--- config.mk ---
export PLATFORM = sky130hd
export DESIGN_NAME = plpls_mem
export DESIGN_NICKNAME = d
export VERILOG_FILES = /design/src/plpls_pkg.sv /design/src/plpls_mem.sv
export SDC_FILE = /design/constraint.sdc
export NUM_CORES = 2
export LEC_CHECK = 0
export BUFFER_PORTS_ARGS = -buffer_cell sky130_fd_sc_hd__buf_2
export CAP_MARGIN = 5
export CORE_MARGIN = 5
export CORE_UTILIZATION = 37
export CTS_CLUSTER_SIZE = 24
export DETAILED_ROUTE_END_ITERATION = 8
export GPL_ROUTABILITY_DRIVEN = 0
export GPL_TIMING_DRIVEN = 0
export PLACE_DENSITY_LB_ADDON = 0.1
export SYNTH_ARGS = -nofsm -noshare
export SYNTH_HDL_FRONTEND = slang
export SYNTH_SLANG_ARGS = --single-unit
--- constraint.sdc ---
create_clock -name i_clk -period 9.7 [get_ports i_clk]
set_clock_uncertainty 0.15 [all_clocks]
set_input_delay 1.94 -clock i_clk [delete_from_list [all_inputs] [get_ports i_clk]]
set_output_delay 1.94 -clock i_clk [all_outputs]
set_load 0.02 [all_outputs]
--- src/plpls_pkg.sv ---
package plpls_pkg;

    // defaults for the top level parameters
    localparam int MAX_POINTS_DEF = 64;
    localparam int SAMPLES_DEF    = 256;

    localparam int POS_W = 16;
    localparam int VAL_W = 16;
    localparam int IDX_W = 8;
    localparam int OP_W  = 2;

    // shared serial divider widths
    localparam int DIV_NW = 32;
    localparam int DIV_DW = 16;

    typedef logic [OP_W-1:0] t_op;
    localparam t_op OP_CLEAR  = 2'd0;
    localparam t_op OP_APPEND = 2'd1;
    localparam t_op OP_EVAL   = 2'd2;

    localparam logic ST_OK    = 1'b0;
    localparam logic ST_EMPTY = 1'b1;

    // one stored control point
    typedef struct packed {
        logic [POS_W-1:0] pos;
        logic [VAL_W-1:0] c;
        logic [VAL_W-1:0] b;
        logic [VAL_W-1:0] a;
    } t_entry;

    typedef struct packed {
        logic              start;
        logic [DIV_NW-1:0] num;
        logic [DIV_DW-1:0] den;
    } t_div_req;

    typedef struct packed {
        logic              done;
        logic [DIV_NW-1:0] quo;
    } t_div_rsp;

    function automatic logic [VAL_W-1:0] chan(input t_entry e, input logic [1:0] k);
        logic [VAL_W-1:0] v;
        case (k)
            2'd0:    v = e.a;
            2'd1:    v = e.b;
            default: v = e.c;
        endcase
        return v;
    endfunction

endpackage

--- src/plpls_mem.sv ---
module plpls_mem #(
    parameter int DEPTH = 64,
    parameter int AW    = 6
) (
    input  logic             i_clk,
    input  logic             i_wr_en,
    input  logic [AW-1:0]    i_wr_addr,
    input  plpls_pkg::t_entry i_wr_data,
    input  logic             i_rd_en,
    input  logic [AW-1:0]    i_rd_addr,
    output plpls_pkg::t_entry o_rd_data
);
    import plpls_pkg::*;

    t_entry r_mem [DEPTH];
    t_entry r_rd_data;

    always_ff @(posedge i_clk) begin
        if (i_wr_en) begin
            r_mem[i_wr_addr] <= i_wr_data;
        end
        if (i_rd_en) begin
            r_rd_data <= r_mem[i_rd_addr];
        end
    end

    assign o_rd_data = r_rd_data;

endmodule

==> run_results.csv <==
group,metric,value,unit
floorplan,die_height,661.4,microns
cts,clockBufferDepth,4,
timing,hold_viol_final,0,
cts,cts_buffers,449,
final_layout,multi_input_area,30730,sq um
cts,path_clk_slew,0.06,ns
cts,insertion_delay,1.01,ns
placed_design,dp_cells,12620,
placed_design,io_buffers,134,
timing,fin_crit,6.103,ns
yosys,ys_seq_area_frac,0.7957,
cts,cts_root_buffer,"clkbuf_16",
grt,grt_pass1_wl,653100,microns
final_layout,final_cells,13480,
setup_path,crit_start,"i_rd_addr[2]",
yosys,synth_nets,6677,
yosys,avgSynthCellArea,23.79,sq um
floorplan,start_util,0.3710,
grt,grt_max_degree,65,
drt,drtIter0Drc,8403,
timing,tightest_slew,1.404,ns
setup_path,crit_path_start_kind,"primary input",
placed_design,dp_hpwl,325600,microns
cts,hold_buffers,0,
setup_path,r2r_start,"r_mem[61][53]$_DFFE_PP_",
power,power_density,208.7,nW/um^2
final_layout,nNetsFinal,7515,
cts,tritoncts,"built",
final_layout,seq_area,124900,sq um
final_layout,drive_above_1_share,0.2978,
drt,ant_nets,0,
yosys,yosysTopAreaCell,"edfxtp_1",
drt,vias,75510,
timing,final.setup.tns,0,ns
grt,track_usage,0.2156,
timing,rsz0062_at_grt,"false",
floorplan,dieArea,437400,sq um
grt,gr-total-overflow,0,
floorplan,core-area,423100,sq um
setup_path,cp-end-kind,"flip-flop",
timing,finalCritPeriodShare,0.6292,
setup_path,worstPathArrival,6.59,ns
cts,htreeDepth,5,
final_layout,area_delta_synth_final,17.46,%
floorplan,fp.dieW,661.4,microns
timing,drv_slew,0,
timing,setup_viol,0,
yosys,synth_cells,6598,
yosys,yosysUniqueCellTypes,32,
cts,cts_resized,0,
drt,post-route-drc-count,0,
timing,relSlewSlack,0.06409,
drt,via_per_inst,5.604,
worst_hold_path,holdCritStartpoint,"r_mem[37][26]$_DFFE_PP_",
floorplan,io_pins,143,
cts,cts_setup_buffers,0,
power,p_leak,57.22,nW
job,maxCapViolations,0,
drt,wire_per_inst,35.42,microns
drt,wl,477300,microns
yosys,synth_top_area_share,0.7957,
final_layout,fill_cells,35950,
cts,clock_sinks,4160,
yosys,ys_ff_latch,4160,
setup_path,path_max_fanout,10,
power,irDropWorstVdd,161.1,uV
timing,fmax,163.8,MHz
worst_hold_path,hold_path_class,"reg -> reg",
setup_path,cp.required,10.19,ns
drt,firstDrtPassIters,5,
yosys,synth_area,157000,sq um
floorplan,fp-row-count,239,
grt,antenna_found_initial,43,
setup_path,path_class,"in -> reg",
status,status,"completed",
yosys,synth_area_leaders,"edfxtp_1 (80%), mux4_2 (15%), mux2i_1 (0.86%)",
grt,grt_pass1_vias,77520,
yosys,yosysWarningCount,0,
report_power, final:
| part | switching, mW | total, mW | leakage, nW | internal, mW |
|---|---|---|---|---|
| clock | 7.02 | 16.4 | 6.81 | 9.39 |
| combinational | 1.41 | 2.08 | 12.9 | 0.668 |
| sequential | 0.0378 | 20.0 | 37.5 | 19.9 |
| total | 8.47 | 38.5 | 57.2 | 30.0 |
worst paths after layout:
kind,end,slack (ns),depth (start not counted)
hold reg to reg,o_rd_data[26]$_DFFE_PP_,0.87,4
hold / removal,o_rd_data[26]$_DFFE_PP_,0.87,4
setup / recovery,o_rd_data[6]$_DFFE_PP_,3.60,9
setup reg to reg,o_rd_data[53]$_DFFE_PP_,6.52,5
layout by cell type, fill, tap and decap left out, types with 19 or more instances in the layout:
master / n
nand3_1: 45
nor2_4: 62
or3_1: 29
nand2_1: 58
clkbuf_16: 455
buf_2: 288
buf_16: 30
buf_1: 19
or2_2: 28
clkinv_2: 72
nor2_1: 49
nor2b_1: 28
a22o_1: 88
edfxtp_1: 4160
clkbuf_1: 237
bufinv_16: 31
buf_6: 27
buf_4: 54
mux2i_1: 135
o22ai_1: 81
a2bb2oi_1: 19
and3_1: 64
inv_1: 19
mux4_2: 1024
a211oi_1: 61
a22oi_1: 168
a41oi_1: 26
buf_12: 199
o221ai_1: 38
clkinv_1: 112
flip-flops by register name, indices dropped and copies added (netlist names):
signal     flops
o_rd_data     64
r_mem       4096
layout make-up:
cell class | instances | area share
clock buffers | 559 | 0.06386
well taps | 5663 | 0.03843
clock inverters | 250 | 0.01195
repair buffers | 387 | 0.03136
flip-flops and latches | 4160 | 0.6774
plain buffers | 370 | 0.009676
inverters | 19 | 0.0003868
multi-input cells | 2049 | 0.1667
diodes | 18 | 0.0002443
Yosys cell counts, drive strengths merged:
| cell type | instances |
|---|---|
| a211oi | 63 |
| a22o | 88 |
| a22oi | 168 |
| a2bb2oi | 19 |
| a31o | 1 |
| a31oi | 18 |
| a41oi | 26 |
| and2 | 3 |
| and3 | 64 |
| buf | 230 |
| clkbuf | 140 |
| edfxtp | 4160 |
| inv | 19 |
| mux2i | 135 |
| mux4 | 1024 |
| nand2 | 58 |
| nand2b | 11 |
| nand3 | 45 |
| nand3b | 2 |
| nand4 | 2 |
| nand4b | 1 |
| nor2 | 112 |
| nor2b | 28 |
| nor3 | 2 |
| o221ai | 38 |
| o22ai | 83 |
| or2 | 28 |
| or3 | 29 |
| or3b | 1 |
metrics by stage:
stage / power [mW] / setup slack, ns / cell area, sq um / hold WS (ns) / util
final: 38.48 / 3.597 / 184400 / 0.8690 / 0.4358
after global routing: 39.71 / 3.812 / 184400 / 0.9030 / 0.4357
after CTS: 38.89 / 3.663 / 183800 / 0.9093 / 0.4344
after detailed placement: 22.46 / 2.589 / 169800 / 0.9048 / 0.4013
after global placement: 22.39 / -5.120 / 164700 / 0.8877 / 0.3893
after floorplan: 21.32 / 2.174 / 157000 / 0.7148 / -
logic make-up after synthesis:
logic type,synth area share
buffers and inverters,0.01176
DFF,0.7957
and+or+nand+nor,0.01235
AOI/OAI and AO/OA,0.02467
muxes,0.1555
routing by layer:
layer | vias to the layer above | track usage | routed length [microns]
met4 | 10 | 0.05492 | 12900
met5 | - | 0 | 64
li1 | 30360 | - | -
met3 | 583 | 0.03377 | 28440
met2 | 2587 | 0.3496 | 230200
met1 | 41970 | 0.3065 | 205700
critical path, stage by stage:
cell and delay, ns:
buf_2 0.39, buf_4 0.37, buf_2 0.51, buf_2 0.82, buf_4 0.41, mux2i_1 0.13, o22ai_1 0.76, a31oi_1 0.32
a211oi_1 0.87
(Power assumes the default switching activity.)
