<file path="config.mk">
export PLATFORM = sky130hd
export DESIGN_NAME = plpls_div
export DESIGN_NICKNAME = d
export VERILOG_FILES = /design/src/plpls_pkg.sv /design/src/plpls_div.sv
export SDC_FILE = /design/constraint.sdc
export NUM_CORES = 1
export LEC_CHECK = 0
export BUFFER_PORTS_ARGS = -buffer_cell sky130_fd_sc_hd__buf_2
export CORE_UTILIZATION = 43
export DETAILED_ROUTE_END_ITERATION = 6
export MAX_ROUTING_LAYER = met4
export PLACE_DENSITY = 0.65
export REMOVE_ABC_BUFFERS = 1
export SETUP_SLACK_MARGIN = 0.2
export SYNTH_ARGS = -nofsm -noshare
export SYNTH_HDL_FRONTEND = slang
export SYNTH_SLANG_ARGS = --single-unit
</file>
<file path="constraint.sdc">
create_clock -name i_clk -period 6.55 [get_ports i_clk]
set_clock_uncertainty 0.1 [all_clocks]
set_input_delay 1.31 -clock i_clk [delete_from_list [all_inputs] [get_ports i_clk]]
set_output_delay 1.31 -clock i_clk [all_outputs]
set_load 0.01 [all_outputs]
</file>
<file path="src/plpls_pkg.sv">
package plpls_pkg;

    // defaults for the top level parameters
    localparam int MAX_POINTS_DEF = 64;
    localparam int SAMPLES_DEF    = 256;

    localparam int POS_W = 16;
    localparam int VAL_W = 16;
    localparam int IDX_W = 8;
    localparam int OP_W  = 2;

    // shared serial divider widths
    localparam int DIV_NW = 32;
    localparam int DIV_DW = 16;

    typedef logic [OP_W-1:0] t_op;
    localparam t_op OP_CLEAR  = 2'd0;
    localparam t_op OP_APPEND = 2'd1;
    localparam t_op OP_EVAL   = 2'd2;

    localparam logic ST_OK    = 1'b0;
    localparam logic ST_EMPTY = 1'b1;

    // one stored control point
    typedef struct packed {
        logic [POS_W-1:0] pos;
        logic [VAL_W-1:0] c;
        logic [VAL_W-1:0] b;
        logic [VAL_W-1:0] a;
    } t_entry;

    typedef struct packed {
        logic              start;
        logic [DIV_NW-1:0] num;
        logic [DIV_DW-1:0] den;
    } t_div_req;

    typedef struct packed {
        logic              done;
        logic [DIV_NW-1:0] quo;
    } t_div_rsp;

    function automatic logic [VAL_W-1:0] chan(input t_entry e, input logic [1:0] k);
        logic [VAL_W-1:0] v;
        case (k)
            2'd0:    v = e.a;
            2'd1:    v = e.b;
            default: v = e.c;
        endcase
        return v;
    endfunction

endpackage

</file>
<file path="src/plpls_div.sv">
module plpls_div (
    input  logic                i_clk,
    input  logic                i_rst_n,
    input  plpls_pkg::t_div_req i_req,
    output plpls_pkg::t_div_rsp o_rsp
);
    import plpls_pkg::*;

    localparam int CNT_W = $clog2(DIV_NW);

    logic [DIV_NW-1:0] r_quo;
    logic [DIV_DW-1:0] r_rem;
    logic [DIV_DW-1:0] r_den;
    logic [CNT_W-1:0]  r_cnt;
    logic              r_run;
    logic              r_done;

    logic [DIV_DW:0] w_shift;
    logic [DIV_DW:0] w_sub;
    logic            w_ge;

    // restoring division, one quotient bit a cycle
    always_comb begin
        w_shift = {r_rem, r_quo[DIV_NW-1]};
        w_ge    = (w_shift >= {1'b0, r_den});
        w_sub   = w_shift - {1'b0, r_den};
    end

    always_ff @(posedge i_clk) begin
        if (!i_rst_n) begin
            r_run  <= 1'b0;
            r_done <= 1'b0;
        end else begin
            r_done <= 1'b0;
            if (i_req.start) begin
                r_quo <= i_req.num;
                r_rem <= '0;
                r_den <= i_req.den;
                r_cnt <= '0;
                r_run <= 1'b1;
            end else if (r_run) begin
                r_rem <= w_ge ? w_sub[DIV_DW-1:0] : w_shift[DIV_DW-1:0];
                r_quo <= {r_quo[DIV_NW-2:0], w_ge};
                r_cnt <= r_cnt + 1'b1;
                if (r_cnt == CNT_W'(DIV_NW - 1)) begin
                    r_run  <= 1'b0;
                    r_done <= 1'b1;
                end
            end
        end
    end

    assign o_rsp.done = r_done;
    assign o_rsp.quo  = r_quo;

endmodule

</file>
==> results of run 1 <==
==> worst max-delay path by stage <==
stage | slack, ps | end | start
detailed placement | 2980 | r_rem[14]$_SDFFCE_PP0P_ | i_req[48]
global route | 3210 | r_rem[3]$_SDFFCE_PP0P_ | i_req[48]
global placement | 3020 | r_rem[14]$_SDFFCE_PP0P_ | i_req[48]
CTS | 3340 | r_quo[30]$_DFFE_PP_ | i_req[48]
finish | 3350 | r_rem[14]$_SDFFCE_PP0P_ | i_req[48]
floorplan | 3470 | r_cnt[0]$_SDFFCE_PP0P_ | i_req[48]
==> through the flow <==
step                hold WS (ps)  instance area, um2  total power, mW  worst slack (ps)
floorplan                    399                3670            0.749              3470
global placement             423                4230            0.817              3020
detailed placement           419                4230            0.821              2980
CTS                          429                4420             1.17              3340
global route                 444                4420             1.21              3210
finish                       431                4420             1.16              3350
==> metal layers <==
layer / vias up / GRT usage
met5: - / -
met4: 0 / 0.0556
met2: 77 / 0.287
met3: 8 / 0.0447
met1: 1211 / 0.210
li1: 1244 / -
==> where the power goes <==
group / internal [mW] / switching, mW / total, mW
sequential: 0.544 / 0.0168 / 0.561
clock: 0.176 / 0.167 / 0.343
combinational: 0.115 / 0.137 / 0.252
==> worst reg2reg max path, delay by kind of cell, from the launching register on <==
kind,cells,cell delay [ps]
adder cells (fa/ha/maj),1,390
AND/OR/NAND/NOR,2,580
AO/OA/AOI/OAI,5,990
flip-flops,1,410
==> final cells by class <==
type                            count  area share
Clock inverter                      5      0.0133
Tap cell                          105      0.0297
Timing Repair Buffer               85      0.0973
Sequential cell                    71       0.478
Inverter                           21      0.0178
Clock buffer                       11      0.0297
Multi-Input combinational cell    186       0.334
==> flip-flops by register name, indices dropped and copies added, names as in the netlist <==
signal  flops
r_cnt       5
r_done      1
r_quo      32
r_den      16
r_rem      16
r_run       1
==> cells in the mapped netlist (2+ instances only) <==
cell / n
mux2_2: 32
nand2b_1: 2
nand3_1: 5
buf_1: 3
mux2i_1: 8
a211oi_1: 4
a21oi_1: 12
nor2_1: 22
clkbuf_1: 6
a211oi_2: 2
xor2_1: 3
edfxtp_1: 69
dfxtp_1: 2
ha_1: 18
xnor2_1: 10
nand2_1: 16
o21a_1: 6
buf_6: 2
nand4_1: 3
nor2b_1: 3
o21ai_0: 6
inv_1: 21
a31oi_1: 2
a21o_1: 7
==> cells by family (layout without fill, tap and decap cells) <==
group	after synthesis	in the layout	share of synthesized area
AOI/OAI and AO/OA	56	56	0.109
adders and majority gates	19	19	0.0657
xor gates and xnor gates	13	13	0.0305
buffers and inverters	33	122	0.0382
and+or+nand+nor	58	58	0.0724
muxes	40	40	0.118
DFF	71	71	0.566
==> out/qor.csv, run 1 <==
metric;value;unit
worst_r2r_startpoint;r_rem[6]$_SDFFCE_PP0P_;
path_cells;buf_2, buf_4, o21a_2, buf_4;
cts_resized;0;
syn2layout_area_growth;18.5;%
dp_cells;468;
post-route-min-period;3200;ps
reg2regPathDepth;8;
cts_tree;yes;
cp.arrival;3090;ps
die_area;0.00906;mm2
syn_avg_cell_area;12.9;um2
critPathSlowestCell;o21a_2;
gp_congestion;0.779;
required;6450;ps
clk_path_buf_depth;2;
period_share;0.488;
rsz0062_at_grt;false;
slew_violations;0;
cts.htree.levels;3;
netlist_area;0.00373;mm2
route.met3.wl;370;um
cts-buffers-inserted;9;
grt_max_degree;57;
path_class;input pin to flip-flop;
cp_num_cells;4;
std_cell_rows;33;
start_kind;input pin;
min_from;r_run$_SDFF_PN0_;
io_pins;84;
synth_top_area_cell;edfxtp_1;
synth-seq-area-share;0.566;
async_flop_share;0;
clk_pin_slew;70;ps
max_freq;0.313;GHz
multi_input_area;0.00148;mm2
post_cts_buffers;0;
powerDensity;262;mW/mm2
die_h;95.2;um
power.leakage;1.87;nW
via_per_inst;5.25;
drt-wirelength-per-cell;15.0;um
worst-r2r-setup-slack;3800;ps
max_stage_delay;670;ps
core-area;0.00830;mm2
grt_pass1_wl;11600;um
worst_path_dominant_cell_family;buffers and inverters;
postLayoutCoreUtil;0.533;
tightest_slew;692;ps
port_buffers;83;
track_usage;0.175;
synth_area_leaders;edfxtp_1 56%, mux2_2 9.7%, ha_1 6.0%;
syn-instance-count;290;
status;finished clean;
relSlewSlack;0.538;
r2r-end;r_rem[12]$_SDFFCE_PP0P_;
clkSinkCount;71;
cap_violations;0;
first_pass_iters;4;
regArea;0.00211;mm2
topRoutingLayerUsed;met4;
die-width;95.2;um
initialDrtViolationCount;107;
synth_seq_cells;71;
layout-drive-gt1-share;0.369;
final_cell_mix;83 x buf_2, 69 x edfxtp_1, 32 x mux2_2;
drt_wl_total;7260;um
ctsHoldBuffers;0;
whs_endpoint;r_done$_SDFF_PP0_;
dr_wl_met2;3480;um
mostFrequentLayoutCell;buf_2;
worstPathBufferInverterCount;3;
ant_nets;0;
ctsRootBufferMaster;clkbuf_8;
grt_pass1_vias;2465;
finalNonFillerCells;484;
finalHoldViolCount;0;
synth_cell_types;50;
endpoint_kind;flip-flop;
drt_drc_violations_left;0;
crit_top_cell;buf_4;
synth_top_cell_area_share;0.555;
tns;0;ps
grt_overflow;0;
vdd_ir_drop_max;0.122;mV
yosysWarnings;0;
antenna_found_initial;0;
setup-violations-final;0;
hpwl;4950;um
cp_max_fo;56;
synth-edff-count;69;
num-nets-final;444;
synth_ff_type;edfxtp_1;
holdPathStages;1;
vias;2540;
worstSkewPairLatency;340;ps
initial_core_util;0.450;
diodes;0;
hold_path_class;flip-flop to flip-flop;
fill_cells;741;
drt-met1-wl;3320;um
(Power assumes the default switching activity.)
==> run 2: changes to the inputs <==
--- a/config.mk
+++ b/config.mk
@@ -9,7 +9,7 @@
 export CORE_UTILIZATION = 43
 export DETAILED_ROUTE_END_ITERATION = 6
 export MAX_ROUTING_LAYER = met4
-export PLACE_DENSITY = 0.65
+export PLACE_DENSITY = 0.67
 export REMOVE_ABC_BUFFERS = 1
 export SETUP_SLACK_MARGIN = 0.2
 export SYNTH_ARGS = -nofsm -noshare
==> constraint.sdc (replaced) <==
create_clock -name i_clk -period 2.9 [get_ports i_clk]
set_clock_uncertainty 0.1 [all_clocks]
set_input_delay 0.58 -clock i_clk [delete_from_list [all_inputs] [get_ports i_clk]]
set_output_delay 0.58 -clock i_clk [all_outputs]
set_load 0.01 [all_outputs]
==> run 2 against run 1 <==
Compared with the run above: register-to-register slack worse by 3500 ps; core utilization is 1.0 points higher; worst setup slack got worse by 3000 ps.
==> out/qor.csv, run 2 (synthesis gave the netlist of run 1 again) <==
metric;value;unit;change
fill_cells;719;;-3.0%
port_buffers;83;;unchanged
core-area;0.00830;mm2;unchanged
cts.htree.levels;3;;unchanged
dp_cells;472;;+0.85%
rsz0062_at_grt;false;;
largest_reg_flops;32;;unchanged
cts_tree;yes;;
gp_congestion;0.889;;+14%
grt_max_degree;30;;-47%
post_cts_buffers;0;;unchanged
post-route-min-period;2590;ps;
ctsRootBufferMaster;clkbuf_8;;
final_cell_mix;83 x buf_2, 69 x edfxtp_1, 32 x mux2_2;;
p_sw;765;uW;+140%
cts-buffers-inserted;9;;unchanged
registers.top_by_ff_count;r_quo;;
antenna_found_initial;0;;unchanged
drt_wl_total;7370;um;+1.6%
required;2980;ps;-3470 ps
initialDrtViolationCount;71;;-34%
drt_drc_violations_left;0;;unchanged
relSlewSlack;0.658;;+0.119
reg_top3;r_quo x32, r_den x16, r_rem x16;;
std_cell_rows;33;;unchanged
first_pass_iters;5;;+1
clk_path_buf_depth;2;;unchanged
p_sw_frac;0.293;;+0.0159
initial_core_util;0.450;;unchanged
num-nets-final;449;;+1.1%
status;finished clean;;
worstSkewPairLatency;360;ps;+20 ps
hpwl;5070;um;+2.4%
vdd_ir_drop_max;0.265;mV;+120%
io_pins;84;;unchanged
power.leakage;1.90;nW;+1.8%
setup-violations-final;0;;unchanged
die_area;0.00906;mm2;unchanged
p_seq_frac;0.485;;about the same
postLayoutCoreUtil;0.543;;+0.0104
grt_overflow;0;;unchanged
track_usage;0.178;;+0.00323
cap_violations;0;;unchanged
combPwrFrac;0.231;;+0.013
period_share;0.892;;
syn2layout_area_growth;20.8;%;
mostFrequentLayoutCell;buf_2;;
vias;2558;;+0.71%
diodes;0;;unchanged
tns;0;ps;unchanged
tightest_slew;514;ps;-178 ps
powerDensity;579;mW/mm2;+120%
clkSinkCount;71;;unchanged
endpoint_kind;flip-flop;;
grt_pass1_wl;11800;um;+2.1%
start_kind;flip-flop;;
die_h;95.2;um;unchanged
finalNonFillerCells;489;;+1.0%
finalHoldViolCount;0;;unchanged
path_class;flip-flop to flip-flop;;
ant_nets;0;;unchanged
slew_violations;0;;unchanged
hold_path_class;input pin to flip-flop;;
finalPower;2.61;mW;+130%
drt-wirelength-per-cell;15.1;um;+0.60%
layout-drive-gt1-share;0.388;;+0.0186
cp.arrival;2670;ps;-420 ps
via_per_inst;5.23;;-0.32%
power_frac_clock;0.284;;-0.013
clk_pin_slew;90;ps;+20 ps
grt_pass1_vias;2558;;+3.8%
max_freq;0.387;GHz;
die-width;95.2;um;unchanged
internal_power;1.85;mW;+120%
cp_max_fo;3;;-95%
## run 2: path summary, 6_finish.rpt
check                          from                       to  slack, ps  cells after the start
max reg2reg  r_rem[0]$_SDFFCE_PP0P_  r_rem[15]$_SDFFCE_PP0P_        310                      8
max          r_rem[0]$_SDFFCE_PP0P_  r_rem[15]$_SDFFCE_PP0P_        310                      8
min reg2reg        r_run$_SDFF_PN0_        r_done$_SDFF_PP0_        430                      1
min                        i_req[6]       r_den[6]$_DFFE_PP_        290                      1
## run 2: power groups by stage
stage / logic (mW) / registers, mW / clock network [mW]
after global placement: 0.568 / 1.29 / 0
after detailed placement: 0.578 / 1.29 / 0
after CTS: 0.583 / 1.27 / 0.765
after global routing: 0.672 / 1.27 / 0.804
after floorplan: 0.395 / 1.30 / 0
final: 0.603 / 1.27 / 0.742
## run 2: per-layer routing
layer | wire length (um) | GRT usage | share of wire
met1 | 3480 | 0.222 | 0.47
met2 | 3360 | 0.273 | 0.46
met3 | 405 | 0.0502 | 0.055
met4 | 125 | 0.0694 | 0.017
met5 | 0 | - | 0
## run 2: area by class of cell
| class | instances | area (um2) | share of cell area |
|---|---|---|---|
| well taps | 105 | 131 | 0.0291 |
| clock inverters | 6 | 45.0 | 0.00999 |
| flip-flops and latches | 71 | 2110 | 0.468 |
| inverters | 21 | 78.8 | 0.0175 |
| clock buffers | 10 | 138 | 0.0305 |
| repair buffers | 89 | 485 | 0.108 |
| multi-input cells | 187 | 1520 | 0.337 |
## run 2: critical path, stage by stage (launching register included)
cell and delay [ps]:
edfxtp_1 430, ha_1 340, or2b_1 190, a21oi_2 90, o31ai_1 390, a21oi_1 170, o32a_1 330, xnor2_1 130
a211oi_1 250
## run 2: what timing repair did
action | CTS | global route
hold endpoints to repair | 0 | 0
resized for setup | 0 | 5
hold buffers | 0 | 0
endpoints found under the setup margin | 0 | 17
## run 2: through the flow
step	instance area (um2)	hold WS (ps)	setup slack [ps]
finish	4510	290	314
global route	4510	280	193
CTS	4470	280	229
detailed placement	4290	421	237
global placement	4290	412	301
floorplan	3670	399	450
